<file path="src/hw/rtl/fde_pkg.sv">
// Shared types, constants and register codes for the feedback delay echo.
// Used by fde_seq, fde_mac and feedback_delay_echo; depends on nothing.
`timescale 1ns / 1ps
`default_nettype none

package fde_pkg;

    localparam int SAMPLE_BITS    = 24;
    localparam int STORE_DEPTH    = 262144;
    localparam int ADDR_BITS      = $clog2(STORE_DEPTH);
    localparam int LEN_BITS       = 19;
    localparam int GAIN_BITS      = 16;
    localparam int MIX_BITS       = 17;
    localparam int Q15_ONE        = 32768;
    localparam int CFG_INDEX_BITS = 2;
    localparam int CFG_DATA_BITS  = 19;

    // configuration register indexes
    localparam logic [CFG_INDEX_BITS-1:0] CFG_DELAY_LENGTH  = 2'd0;
    localparam logic [CFG_INDEX_BITS-1:0] CFG_FEEDBACK_GAIN = 2'd1;
    localparam logic [CFG_INDEX_BITS-1:0] CFG_WET_MIX       = 2'd2;
    localparam logic [CFG_INDEX_BITS-1:0] CFG_CHANNEL_COUNT = 2'd3;

    typedef logic signed [SAMPLE_BITS-1:0] t_sample;
    typedef logic [ADDR_BITS-1:0]          t_addr;

    // one frame entering the pipeline
    typedef struct packed {
        logic  valid;
        logic  bypass;
        logic  two_ch;
        t_addr addr;
    } t_issue;

    // pipeline status back to the sequencer
    typedef struct packed {
        logic en;
        logic s1_valid;
    } t_pipe_status;

    // gains after clamping
    typedef struct packed {
        logic signed [GAIN_BITS-1:0] fb;
        logic [MIX_BITS-1:0]         wet;
        logic [MIX_BITS-1:0]         dry;
    } t_gains;

    // write port into the two channel stores
    typedef struct packed {
        logic    en0;
        logic    en1;
        t_addr   addr;
        t_sample data0;
        t_sample data1;
    } t_wr;

endpackage

`default_nettype wire

</file>
<file path="src/hw/rtl/fde_seq.sv">
// Sequencer: configuration registers, store clearing sweep, write position.
// Depends on fde_pkg.
`timescale 1ns / 1ps
`default_nettype none

module fde_seq (
    input  wire logic                                  i_clk,
    input  wire logic                                  i_rst_n,
    input  wire logic                                  i_cfg_we,
    input  wire logic [fde_pkg::CFG_INDEX_BITS-1:0]    i_cfg_index,
    input  wire logic [fde_pkg::CFG_DATA_BITS-1:0]     i_cfg_data,
    input  wire logic                                  i_in_valid,
    input  wire fde_pkg::t_pipe_status                 i_status,
    output logic                                       o_in_ready,
    output fde_pkg::t_issue                            o_issue,
    output fde_pkg::t_gains                            o_gains,
    output fde_pkg::t_wr                               o_clr
);

    logic [fde_pkg::LEN_BITS-1:0]         r_delay_length;
    logic signed [fde_pkg::GAIN_BITS-1:0] r_feedback_gain;
    logic [fde_pkg::GAIN_BITS-1:0]        r_wet_mix;
    logic [1:0]                           r_channel_count;
    fde_pkg::t_addr                       r_pos;
    fde_pkg::t_addr                       n_pos;
    logic                                 r_clearing;
    fde_pkg::t_addr                       r_clr_addr;

    logic [fde_pkg::LEN_BITS-1:0] len_eff;
    fde_pkg::t_addr               pos_used;
    logic [fde_pkg::LEN_BITS-1:0] pos_inc;
    logic                         bypass;
    logic                         hazard;
    logic                         accept;

    // configuration writes
    always_ff @(posedge i_clk) begin
        if (!i_rst_n) begin
            r_delay_length  <= '0;
            r_feedback_gain <= '0;
            r_wet_mix       <= '0;
            r_channel_count <= 2'd2;
        end else if (i_cfg_we) begin
            unique case (i_cfg_index)
                fde_pkg::CFG_DELAY_LENGTH:  r_delay_length  <= i_cfg_data;
                fde_pkg::CFG_FEEDBACK_GAIN: r_feedback_gain <= i_cfg_data[fde_pkg::GAIN_BITS-1:0];
                fde_pkg::CFG_WET_MIX:       r_wet_mix       <= i_cfg_data[fde_pkg::GAIN_BITS-1:0];
                fde_pkg::CFG_CHANNEL_COUNT: r_channel_count <= i_cfg_data[1:0];
                default: ;
            endcase
        end
    end

    // clamp delay and mix
    always_comb begin
        if (r_delay_length > fde_pkg::LEN_BITS'(fde_pkg::STORE_DEPTH)) begin
            len_eff = fde_pkg::LEN_BITS'(fde_pkg::STORE_DEPTH);
        end else begin
            len_eff = r_delay_length;
        end
        if ({1'b0, r_wet_mix} > fde_pkg::MIX_BITS'(fde_pkg::Q15_ONE)) begin
            o_gains.wet = fde_pkg::MIX_BITS'(fde_pkg::Q15_ONE);
        end else begin
            o_gains.wet = {1'b0, r_wet_mix};
        end
        o_gains.dry = fde_pkg::MIX_BITS'(fde_pkg::Q15_ONE) - o_gains.wet;
        o_gains.fb  = r_feedback_gain;
    end

    // position: drop a stale position, advance and wrap
    always_comb begin
        bypass = (len_eff == '0);
        if ({1'b0, r_pos} >= len_eff) begin
            pos_used = '0;
        end else begin
            pos_used = r_pos;
        end
        pos_inc = {1'b0, pos_used} + fde_pkg::LEN_BITS'(1);
        if (pos_inc >= len_eff) begin
            n_pos = '0;
        end else begin
            n_pos = pos_inc[fde_pkg::ADDR_BITS-1:0];
        end
    end

    // with a one-frame delay the previous frame's write must land first
    assign hazard     = (len_eff == fde_pkg::LEN_BITS'(1)) && i_status.s1_valid;
    assign o_in_ready = i_status.en && !r_clearing && !hazard;
    assign accept     = i_in_valid && o_in_ready;

    assign o_issue.valid  = accept;
    assign o_issue.bypass = bypass;
    assign o_issue.two_ch = r_channel_count[1];
    assign o_issue.addr   = pos_used;

    always_ff @(posedge i_clk) begin
        if (!i_rst_n) begin
            r_pos <= '0;
        end else if (accept && !bypass) begin
            r_pos <= n_pos;
        end
    end

    // zero sweep over the store after reset
    always_ff @(posedge i_clk) begin
        if (!i_rst_n) begin
            r_clearing <= 1'b1;
            r_clr_addr <= '0;
        end else if (r_clearing) begin
            r_clr_addr <= r_clr_addr + fde_pkg::ADDR_BITS'(1);
            if (r_clr_addr == fde_pkg::ADDR_BITS'(fde_pkg::STORE_DEPTH - 1)) begin
                r_clearing <= 1'b0;
            end
        end
    end

    assign o_clr.en0   = r_clearing;
    assign o_clr.en1   = r_clearing;
    assign o_clr.addr  = r_clr_addr;
    assign o_clr.data0 = '0;
    assign o_clr.data1 = '0;

    a_len_one_interlock: assert property (@(posedge i_clk) disable iff (!i_rst_n)
        accept && (len_eff == fde_pkg::LEN_BITS'(1)) |-> !i_status.s1_valid)
        else $error("frame accepted over an in-flight frame at the same slot");

    a_pos_in_range: assert property (@(posedge i_clk) disable iff (!i_rst_n)
        accept && !bypass |=> ({1'b0, r_pos} < $past(len_eff)))
        else $error("write position left the delay range");

    a_idle_while_clearing: assert property (@(posedge i_clk) disable iff (!i_rst_n)
        r_clearing |-> !i_status.s1_valid && !accept)
        else $error("frame in flight during store clearing");

endmodule

`default_nettype wire

</file>
<file path="config.mk">
export PLATFORM = sky130hd
export DESIGN_NAME = fde_seq
export DESIGN_NICKNAME = d
export VERILOG_FILES = /design/src/hw/rtl/fde_pkg.sv /design/src/hw/rtl/fde_seq.sv
export SDC_FILE = /design/constraint.sdc
export NUM_CORES = 1
export LEC_CHECK = 0
export ABC_AREA = 1
export BUFFER_PORTS_ARGS = -buffer_cell sky130_fd_sc_hd__buf_2
export CORE_UTILIZATION = 35
export DETAILED_ROUTE_END_ITERATION = 8
export PLACE_DENSITY = 0.62
export SETUP_SLACK_MARGIN = 0.4
export SYNTH_ARGS = -nofsm -noshare
export SYNTH_HDL_FRONTEND = slang
export SYNTH_SLANG_ARGS = --single-unit
export TNS_END_PERCENT = 100
</file>
<file path="constraint.sdc">
create_clock -name i_clk -period 6.86 [get_ports i_clk]
set_input_delay 1.372 -clock i_clk [delete_from_list [all_inputs] [get_ports i_clk]]
set_output_delay 1.372 -clock i_clk [all_outputs]
set_load 0.02 [all_outputs]
</file>
## Yosys cells after proc, flatten, opt, wreduce, memory -nomap -nowiden

Index checks and enable logic that the tools add are counted.
Widths: inputs -> output; s select.

- Add/sub/neg operators: 3
- $lt $le $gt $ge: 4
- Equality and inequality tests: 5
- Muxes and demuxes: 6
- Reductions and logical operators: 14

Operators by type and width:

| kind | number |
|---|---|
| $mux 18 | 2 |
| $add 18x1->19 const B | 1 |
| $eq 19x1->1 const B | 1 |
| $ge 18x19->1 | 1 |
| $ge 19x19->1 | 1 |
| $gt 19x19->1 const B | 1 |
| $logic_not 19->1 | 1 |
| $mux 19 | 1 |
| $add 18x1->18 const B | 1 |
| $eq 18x18->1 const B | 1 |
| $sub 16x17->17 const A | 1 |
| $gt 16x16->1 const B | 1 |
| $mux 16 | 1 |
| $reduce_and 2->1 | 4 |
| $logic_and 1x1->1 | 5 |
| $eq 2x2->1 const B | 2 |
| $logic_not 1->1 | 3 |
| $eq 2x1->1 const B | 1 |
| $logic_not 2->1 | 1 |
| $mux 1 | 2 |

- Register bits after elaboration: 90
- Bits of input ports: 27
- Output and inout bits: 140
- Word-level logic and storage cells: 39

## Longest topological paths before layout

Gate-level depths: netlist of the first run.

- Depth in word-level cells: 8
- Gate-level depth with buffers: 41
- Mapped depth without buffers: 37

## Worst setup path after synthesis of the first run

No wires, ideal clock.

- Path kind: register to register
- From: register r_delay_length[16] (netlist bit)
- To: register r_pos[9]
- Setup time: 0.068 ns
- Data arrival time: 5.227 ns
- Required time: 6.792 ns
- Slack: 1.566 ns
- Stages on the path, launching flop included: 41
- Path buffers: 4
- Period minus slack after synthesis: 5.294 ns
- Path through: dfxtp_1 or2_1 nor2_1 nand3_1 nand2_4 buf_2 buf_1 nand2_1 ha_1 nand2_1 inv_1 nand2_1 nand2_1 nand3_1 nand2_2 nor2_8 nand2_4 buf_6 [5 not listed] nor2_4 nand2_1 nor2_1 nand3_1 nor3_1 ha_1 nand2_1 inv_1 nand3_1 a21oi_1 nor2_1 nand3_1 a31oi_1 inv_1 nor2_4 buf_6 nand2_1 a21oi_2

RTL lines:

| element | RTL line | RTL |
|---|---|---|
| start, declared | fde_seq.sv:20 | `logic [fde_pkg::LEN_BITS-1:0] r_delay_length;` |
| start signal, assigned | fde_seq.sv:45 | `fde_pkg::CFG_DELAY_LENGTH: r_delay_length <= i_cfg_data;` |
| end signal, assigned | fde_seq.sv:100 | `r_pos <= n_pos;` |
| end, declared | fde_seq.sv:24 | `fde_pkg::t_addr r_pos;` |

## Worst setup path in the final report of the first run

- From: register r_delay_length[16] (netlist bit)
- To: register r_pos[0]

- Longest elaborated chain between the ends: 8
- Elaborated cells between the ends (all ways): 15
- Classes of those cells: 1 x add/sub; 3 x order compare; 1 x eq/ne; 3 x mux; 7 x reduce/logical

Ends and longest elaborated chain:

| element | RTL line | RTL |
|---|---|---|
| $gt 19x19->1 | fde_seq.sv:56 | `if (r_delay_length > fde_pkg::LEN_BITS'(fde_pkg::STORE_DEPTH)) begin` |
| $mux 19 (*) | fde_seq.sv:56 |  |
| branches (longest 6 deep; another with $ge 18x19->1) | n/a |  |

Mark *: on every way between the ends.
A chain may end at the register's enable or synchronous reset.

==> results_dict.tcl, run 1 <==
set metrics [dict create \
    outcome "completed" \
    dpl_cell_area_sq_mm 0.00667 \
    maxSlewViolCount 0 \
    hp-class "flop to flop" \
    synth_area_leaders "dfxtp_1 29%, nand2_1 10%, nor2_1 10%" \
    maxCapViolCount 0 \
    portBuffers 117 \
    start_util 0.357 \
    power-per-cell-area_mw_per_mm2 194 \
    dieHeight_um 135 \
    grt_max_degree 65 \
    synth_area_sq_mm 0.00615 \
    route.vias.total 5930 \
    viasPerCell 4.72 \
    p_leak_nw 3.56 \
    htreeDepth 3 \
    tightest_slew_ns 0.964 \
    cpMostUsedCell "nand2_1" \
    ctsHoldBuffers 0 \
    fmax_mhz 173 \
    n_antenna_cell 0 \
    period_share 0.843 \
    drt_first_pass_iters 5 \
    path_max_fanout 28 \
    r2r_slack_ns 1.08 \
    dieArea_sq_mm 0.0181 \
    dp.cells 1240 \
    hold_viol_final 0 \
    wl_per_cell_um 13.0 \
    ys_seq_elements 89 \
    setup_viol_count_final 0 \
    synthFlopType "dfxtp_1" \
    antenna_found_initial 0 \
    met3_usage 0.0360 \
    critPathKind "flop to flop" \
    netlist_top_cells_count "165 x nand2_1, 165 x nor2_1, 107 x inv_1" \
    post_cts_buffers 0 \
    root_buffer "clkbuf_16" \
    startpoint_type "flop" \
    skew_ns 0.00861 \
    grtUsageTotal 0.187 \
    ys_seq_area_frac 0.290 \
    grt.met2_usage 0.299 \
    drcViolationCount 0 \
    nets 1093 \
    drive_above_1_share 0.158 \
    dp_slack_ns 1.17 \
    slew_headroom 0.357 \
    syn_area_per_cell_sq_um 6.61 \
    async_reset_ff_frac 0 \
    cts_buffers 9 \
    yosysWarnings 0 \
    gr-usage-met1 0.257 \
    clock_sinks 89 \
    grt-busiest-layer "met2" \
    clock_latency_ns 0.35 \
    fin_cells 1256 \
    yosysTopAreaCellShare 0.290 \
    slowest_stage "nand2_1" \
    fin_ws_ns 1.08 \
    synth_edf_count 0 \
    cts_tree "built" \
    grt_pass1_vias 5448 \
    ios 167 \
    core_sq_mm 0.0172 \
    drtAntennaViolNets 0 \
    yosysTopAreaCell "dfxtp_1" \
    cp-end-kind "flop" \
    design_area_sq_mm 0.00697 \
    power_mw 1.35 \
    worst_ep_arrival_time_ns 6.04 \
    drt_iter0_markers 283 \
    grt_pass1_wl_mm 27.0 \
    placementRows 48 \
    netlist-cell-type-count 40 \
    ir_worst_vdd_uv 142 \
    dp_hpwl_mm 12.8 \
    syn_inst 930 \
    area_delta_synth_final_pct 13.4 \
    clk_pin_slew_ns 0.07 \
    grt_overflow 0 \
    cpPeakStageDelay_ns 0.47 \
    wl_mm 16.4 \
    worstPathRequired_ns 7.12 \
    clockBufferDepth 2 \
    cts_resized 0 \
    die_w_um 135 \
    fin_crit_ns 5.78 \
    gp_congestion 0.887 \
    tns_ns 0 \
    grt_setup_unrepaired "false" \
]
placed cells by master (no fill, tap or decap), types with 2 or more instances in the layout:
cell,instances
nand3_1,38
nor4_1,6
nand4_1,27
nor2_2,6
ha_1,40
o21ai_1,4
nand2_4,3
conb_1,49
nand2_2,3
and2_1,3
nor3_1,25
xnor2_1,4
a21oi_1,48
nand3_2,4
o21ai_0,70
a21oi_2,2
o21bai_1,2
a31oi_1,3
o41ai_1,2
clkinv_4,2
clkbuf_16,9
buf_2,117
dfxtp_1,89
xor2_1,16
inv_1,107
o21ai_2,3
nand2_1,165
nor2_4,5
clkinv_2,2
nor2_1,165
cells by family (layout without fill, tap and decap cells):
kind of cell,after synthesis,after routing,synth area share
other,1,49,0.000610
buffers and inverters,189,242,0.152
flip-flops,89,89,0.290
AND/OR/NAND/NOR,455,455,0.330
XOR/XNOR,20,20,0.0285
AO/OA/AOI/OAI,136,136,0.117
adder cells (fa/ha/maj),40,40,0.0814
path summary, 6_finish.rpt:
path | start | cells after the start | end
hold / removal | r_wet_mix[14] | 2 | r_wet_mix[14]
setup reg to reg | r_delay_length[16] | 32 | r_pos[0]
hold reg to reg | r_wet_mix[14] | 2 | r_wet_mix[14]
setup / recovery | r_delay_length[16] | 32 | r_pos[0]
state kept, by name (all words and copies together) (netlist names):
name and count:
r_wet_mix 16, r_pos 18, r_clearing 1, r_delay_length 19, r_channel_count 1, r_feedback_gain 16, r_clr_addr 18
routing by layer:
metal / up-vias / wire (um)
met2: 157 / 7330
met3: 10 / 784
met4: 0 / 148
li1: 3098 / -
met1: 2665 / 8120
met5: - / 0
final cells by class:
type | count | area [sq um]
inverters | 109 | 409
flip-flops and latches | 89 | 1780
clock inverters | 7 | 77.6
clock buffers | 9 | 225
fillers | 1866 | 10300
well taps | 225 | 282
multi-input cells | 700 | 3610
repair buffers | 117 | 586
worst max-delay path, delay by kind of cell, from the launching register on:
| family | cells | cell delay [ns] |
|---|---|---|
| flops | 1 | 0.32 |
| fa+ha+maj | 3 | 0.85 |
| simple gates | 22 | 3.59 |
| compound gates | 5 | 0.76 |
| buf+inv | 2 | 0.16 |
where the power goes:
group / switching, mW / total, mW / internal [mW]
combinational: 0.210 / 0.296 / 0.0856
clock: 0.221 / 0.507 / 0.286
sequential: 0.0154 / 0.549 / 0.534
total: 0.447 / 1.35 / 0.906
metrics by stage:
stage,util,hold slack [ns]
after detailed placement,0.387,0.470
after global routing,0.404,0.513
final,0.404,0.486
after global placement,0.387,0.459
after floorplan,-,0.445
after CTS,0.404,0.486
Note: power is estimated with default switching activity, not from simulation.
==> inputs of run 2 (changes only) <==
--- a/config.mk
+++ b/config.mk
@@ -9,7 +9,7 @@
 export BUFFER_PORTS_ARGS = -buffer_cell sky130_fd_sc_hd__buf_2
 export CORE_UTILIZATION = 35
 export DETAILED_ROUTE_END_ITERATION = 8
-export PLACE_DENSITY = 0.62
+export PLACE_DENSITY = 0.64
 export SETUP_SLACK_MARGIN = 0.4
 export SYNTH_ARGS = -nofsm -noshare
 export SYNTH_HDL_FRONTEND = slang
==> constraint.sdc (replaced) <==
create_clock -name i_clk -period 4.8 [get_ports i_clk]
set_input_delay 0.96 -clock i_clk [delete_from_list [all_inputs] [get_ports i_clk]]
set_output_delay 0.96 -clock i_clk [all_outputs]
set_load 0.02 [all_outputs]
==> results_dict.tcl, run 2 (synthesis gave the netlist of run 1 again) <==
set metrics [dict create \
    outcome "finished, violations left" \
    violations "negative setup slack" \
    top_register "r_delay_length" \
    hold_viol_final 0 \
    grtUsageTotal 0.194 \
    grt_setup_unrepaired "true" \
    grt_pass1_vias 5673 \
    portBuffers 117 \
    r2r-start "r_delay_length[16]" \
    p_leak_nw 3.89 \
    viasPerCell 4.84 \
    wl_per_cell_um 13.5 \
    ios 167 \
    grt_max_degree 65 \
    grt_overflow 0 \
    ir_worst_vdd_uv 171 \
    placementRows 48 \
    r2r_slack_ns -0.08 \
    reg.largest.list "r_delay_length x19, r_clr_addr x18, r_pos x18" \
    route.vias.total 6292 \
    fin_ws_ns -0.0785 \
    dieHeight_um 135 \
    power-per-cell-area_mw_per_mm2 247 \
    startpoint_type "flop" \
    fmax_mhz 205 \
    area_delta_synth_final_pct 28.2 \
    num-fill-cells 1744 \
    tightest_slew_ns 0.861 \
    gp_congestion 0.941 \
    rr_endpoint "r_pos[0]" \
    cpPeakStageDelay_ns 0.33 \
    maxSlewViolCount 0 \
    crit_start "r_delay_length[16]" \
    dp_hpwl_mm 13.3 \
    antenna_found_initial 0 \
    critPathKind "flop to flop" \
    path_max_fanout 6 \
    drive_above_1_share 0.266 \
    tns_ns -0.766 \
    final_cell_mix "157 x nor2_1, 135 x nand2_1, 117 x buf_2" \
    reg2reg_depth 39 \
    cpMostUsedCell "nand2_4" \
    die_w_um 135 \
    maxCapViolCount 0 \
    wl_mm 17.6 \
    skew_ns 0.00555 \
    hp-class "flop to flop" \
    clk_pin_slew_ns 0.07 \
    slowest_stage "dfxtp_2" \
    clock_latency_ns 0.35 \
    drtAntennaViolNets 0 \
    largest_reg_flops 19 \
    start_util 0.357 \
    drcViolationCount 0 \
    endpoint "r_pos[0]" \
    final_common_cell "nor2_1" \
    drt_first_pass_iters 5 \
    dieArea_sq_mm 0.0181 \
    fin_crit_ns 4.88 \
    nets 1137 \
    slew_headroom 0.422 \
    cts_tree "built" \
    clock_sinks 89 \
    core_sq_mm 0.0172 \
    clockBufferDepth 2 \
    cp-end-kind "flop" \
    worst_ep_arrival_time_ns 5.13 \
    final_util 0.457 \
    period_share 1.02 \
    worstPathRequired_ns 5.05 \
    cts_buffers 9 \
    grt_pass1_wl_mm 28.0 \
    drt_iter0_markers 250 \
    htreeDepth 3 \
    holdWs_ns 0.477 \
    root_buffer "clkbuf_16" \
    setup_viol_count_final 17 \
]
run 2: worst min-delay path by stage:
stage | endpoint | slack [ns] | startpoint | cells after the start
final | r_delay_length[14] | 0.48 | r_delay_length[14] | 2
after global routing | r_channel_count[1] | 0.50 | r_channel_count[1] | 2
after CTS | r_delay_length[14] | 0.48 | r_delay_length[14] | 2
after detailed placement | r_delay_length[14] | 0.47 | r_delay_length[14] | 2
after global placement | r_channel_count[1] | 0.46 | r_channel_count[1] | 2
after floorplan | r_wet_mix[14] | 0.44 | r_wet_mix[14] | 2
run 2: critical path: cells and delay by family, from the launching register on:
kind                     cells  cell delay [ns]
AO/OA/AOI/OAI                3             0.40
XOR/XNOR                     1             0.16
adder cells (fa/ha/maj)      3             0.67
buffers and inverters        8             0.86
flip-flops                   1             0.33
AND/OR/NAND/NOR             24             2.35
run 2: cell type report:
type,count,area [sq um],area share
antenna,1,2.50,0.000318
clock inverter,6,43.8,0.00556
multi-input combinational,701,4130,0.524
sequential,89,1790,0.227
timing repair buffer,160,1000,0.127
tap,225,282,0.0357
inverter,109,409,0.0519
clock buffer,9,225,0.0286
run 2: through the flow:
| stage | worst slack (ns) | instances | cell area [sq um] | total power, mW |
|---|---|---|---|---|
| 2_1_floorplan | 0.0915 | 978 | 6540 | 1.17 |
| 3_3_place_gp | -0.136 | 1264 | 7050 | 1.26 |
| 3_5_place_dp | -0.158 | 1264 | 7050 | 1.26 |
| 4_1_cts | 0.0703 | 1293 | 7690 | 1.95 |
| 5_1_grt | -0.400 | 1299 | 7880 | 2.05 |
| 6_report | -0.0785 | 1300 | 7880 | 1.95 |
run 2: where the power goes:
group / leakage, nW / internal (mW) / switching [mW]
clock network: 0.132 / 0.350 / 0.309
registers: 0.725 / 0.763 / 0.0179
logic: 3.03 / 0.170 / 0.340
total: 3.89 / 1.28 / 0.667
run 2: what timing repair did:
| action | in CTS | in global routing |
|---|---|---|
| hold buffers | 0 | 0 |
| gates cloned | 2 | 0 |
| setup buffers | 12 | 6 |
| endpoints found under the setup margin | 18 | 21 |
| pin swaps | 24 | 30 |
| gates resized for setup | 47 | 34 |
run 2: metal layers:
layer  track usage  part of all wire
met5             0                 0
met4        0.0512             0.015
met3        0.0450             0.053
met2         0.309              0.46
met1         0.262              0.47
==> inputs of run 3 (changes only) <==
--- a/config.mk
+++ b/config.mk
@@ -7,9 +7,11 @@
 export LEC_CHECK = 0
 export ABC_AREA = 1
 export BUFFER_PORTS_ARGS = -buffer_cell sky130_fd_sc_hd__buf_2
-export CORE_UTILIZATION = 35
+export CELL_PAD_IN_SITES_DETAIL_PLACEMENT = 1
+export CELL_PAD_IN_SITES_GLOBAL_PLACEMENT = 1
+export CORE_UTILIZATION = 33
 export DETAILED_ROUTE_END_ITERATION = 8
-export PLACE_DENSITY = 0.64
+export PLACE_DENSITY = 0.82
 export SETUP_SLACK_MARGIN = 0.4
 export SYNTH_ARGS = -nofsm -noshare
 export SYNTH_HDL_FRONTEND = slang
==> results_dict.tcl, run 3 (synthesis gave the netlist of run 1 again) <==
set metrics [dict create \
    final_common_cell "nor2_1" \
    largest_reg_flops 19 \
    root_buffer "clkbuf_16" \
    drive_above_1_share 0.316 \
    die_w_um 138 \
    maxSlewViolCount 0 \
    grt_overflow 0 \
    htreeDepth 3 \
    gp_congestion 0.875 \
    route.vias.total 6744 \
    drt_iter0_markers 243 \
    wl_met3_um 907 \
    dp_hpwl_mm 15.3 \
    period_share 1.08 \
    cpMostUsedCell "nor2_4" \
    fin_crit_ns 5.19 \
    ios 167 \
    route.met2.wl_mm 12.1 \
    met1_length_mm 9.50 \
    worstPathRequired_ns 5.07 \
    n_antenna_cell 0 \
    slowest_stage "dfxtp_2" \
    violations "design-rule violations, negative setup slack" \
    grt_pass1_wl_mm 35.2 \
    dp.cells 1271 \
    area_delta_synth_final_pct 36.3 \
    fin_cells 1331 \
    drtAntennaViolNets 0 \
    reg.largest.list "r_delay_length x19, r_clr_addr x18, r_pos x18" \
    clockBufferDepth 2 \
    cpPeakStageDelay_ns 0.33 \
    skew_ns 0.00500 \
    nets 1165 \
    ir_worst_vdd_uv 199 \
    wl_per_cell_um 17.7 \
    core_sq_mm 0.0181 \
    p_leak_nw 4.09 \
    final_cell_mix "148 x nor2_1, 131 x nand2_1, 117 x buf_2" \
    slew_headroom 0.370 \
    num-fill-cells 2328 \
    critPathKind "flop to flop" \
    fin_ws_ns -0.388 \
    maxCapViolCount 0 \
    startpoint_type "flop" \
    grtUsageTotal 0.231 \
    path_max_fanout 6 \
    setup_viol_count_final 18 \
    portBuffers 117 \
    worst_ep_arrival_time_ns 5.45 \
    grt_max_degree 65 \
    dieArea_sq_mm 0.0192 \
    cp-end-kind "flop" \
    grt_setup_unrepaired "true" \
    viasPerCell 5.07 \
    clock_latency_ns 0.35 \
    fmax_mhz 193 \
    cts_buffers 9 \
    clk_pin_slew_ns 0.07 \
    drcViolationCount 10 \
    top_register "r_delay_length" \
    min_path_cells 2 \
    tightest_slew_ns 0.942 \
    reg2reg_depth 38 \
    hp-class "flop to flop" \
    grt_pass1_vias 6808 \
    placementRows 49 \
    top_layer_used "met4" \
    outcome "finished, violations left" \
    drt_first_pass_iters 6 \
    clock_sinks 89 \
    power-per-cell-area_mw_per_mm2 246 \
    hold_viol_final 0 \
    dieHeight_um 138 \
    wl_mm 23.5 \
    final_util 0.463 \
    cts_tree "built" \
    antenna_found_initial 0 \
    start_util 0.340 \
    tns_ns -6.19 \
]
[run 3: changes by cell type in the layout (fill, tap and decap cells not counted), sizes merged]
cell    change
buf        +26
clkinv      -3
clkbuf      +4
nand2       +1
diode       -1
[run 3: what timing repair did]
item	in CTS	in global routing
resized for setup	63	71
hold buffers	0	0
setup endpoints to repair	18	21
pin swaps	6	50
gates cloned	3	1
setup buffers	30	11
[run 3: routing by layer]
metal  up-vias  track usage
met5         -            0
li1       3234            -
met2       203        0.410
met4         0        0.122
met1      3248        0.264
met3        59       0.0419
[run 3: report_power, final]
part           internal [mW]  switching (mW)  total, mW
clock network          0.366           0.323      0.690
logic                  0.198           0.393      0.591
registers              0.764          0.0204      0.784
[run 3: worst max-delay path, delay by kind of cell (launching register included)]
kind | cells | cell delay (ns)
adder cells (fa/ha/maj) | 3 | 0.67
flip-flops | 1 | 0.33
buffers and inverters | 5 | 0.50
AND/OR/NAND/NOR | 28 | 3.14
AO/OA/AOI/OAI | 2 | 0.45
[run 3: cell type report]
class	count	area, sq um	area share
inverters	109	409	0.0488
flip-flops and latches	89	1790	0.214
well taps	229	287	0.0342
multi-input cells	702	4410	0.527
clock inverters	3	25.0	0.00299
repair buffers	187	1210	0.144
clock buffers	12	246	0.0294
[run 3: worst paths after layout]
path                       from                  to  slack (ns)
min reg2reg  r_delay_length[14]  r_delay_length[14]        0.48
min          r_delay_length[14]  r_delay_length[14]        0.48
max          r_delay_length[17]           r_pos[13]       -0.39
max reg2reg  r_delay_length[17]           r_pos[13]       -0.39
[run 3: metrics by stage]
step                      total power [mW]  hold WS (ns)  area, sq um  worst slack [ns]
after floorplan                       1.17         0.445         6540            0.0915
after global placement                1.27         0.456         7090           -0.0245
after detailed placement              1.28         0.470         7090            -0.234
after CTS                             2.01         0.488         7970           0.00754
after global routing                  2.16         0.505         8380            -0.558
final                                 2.06         0.483         8380            -0.388
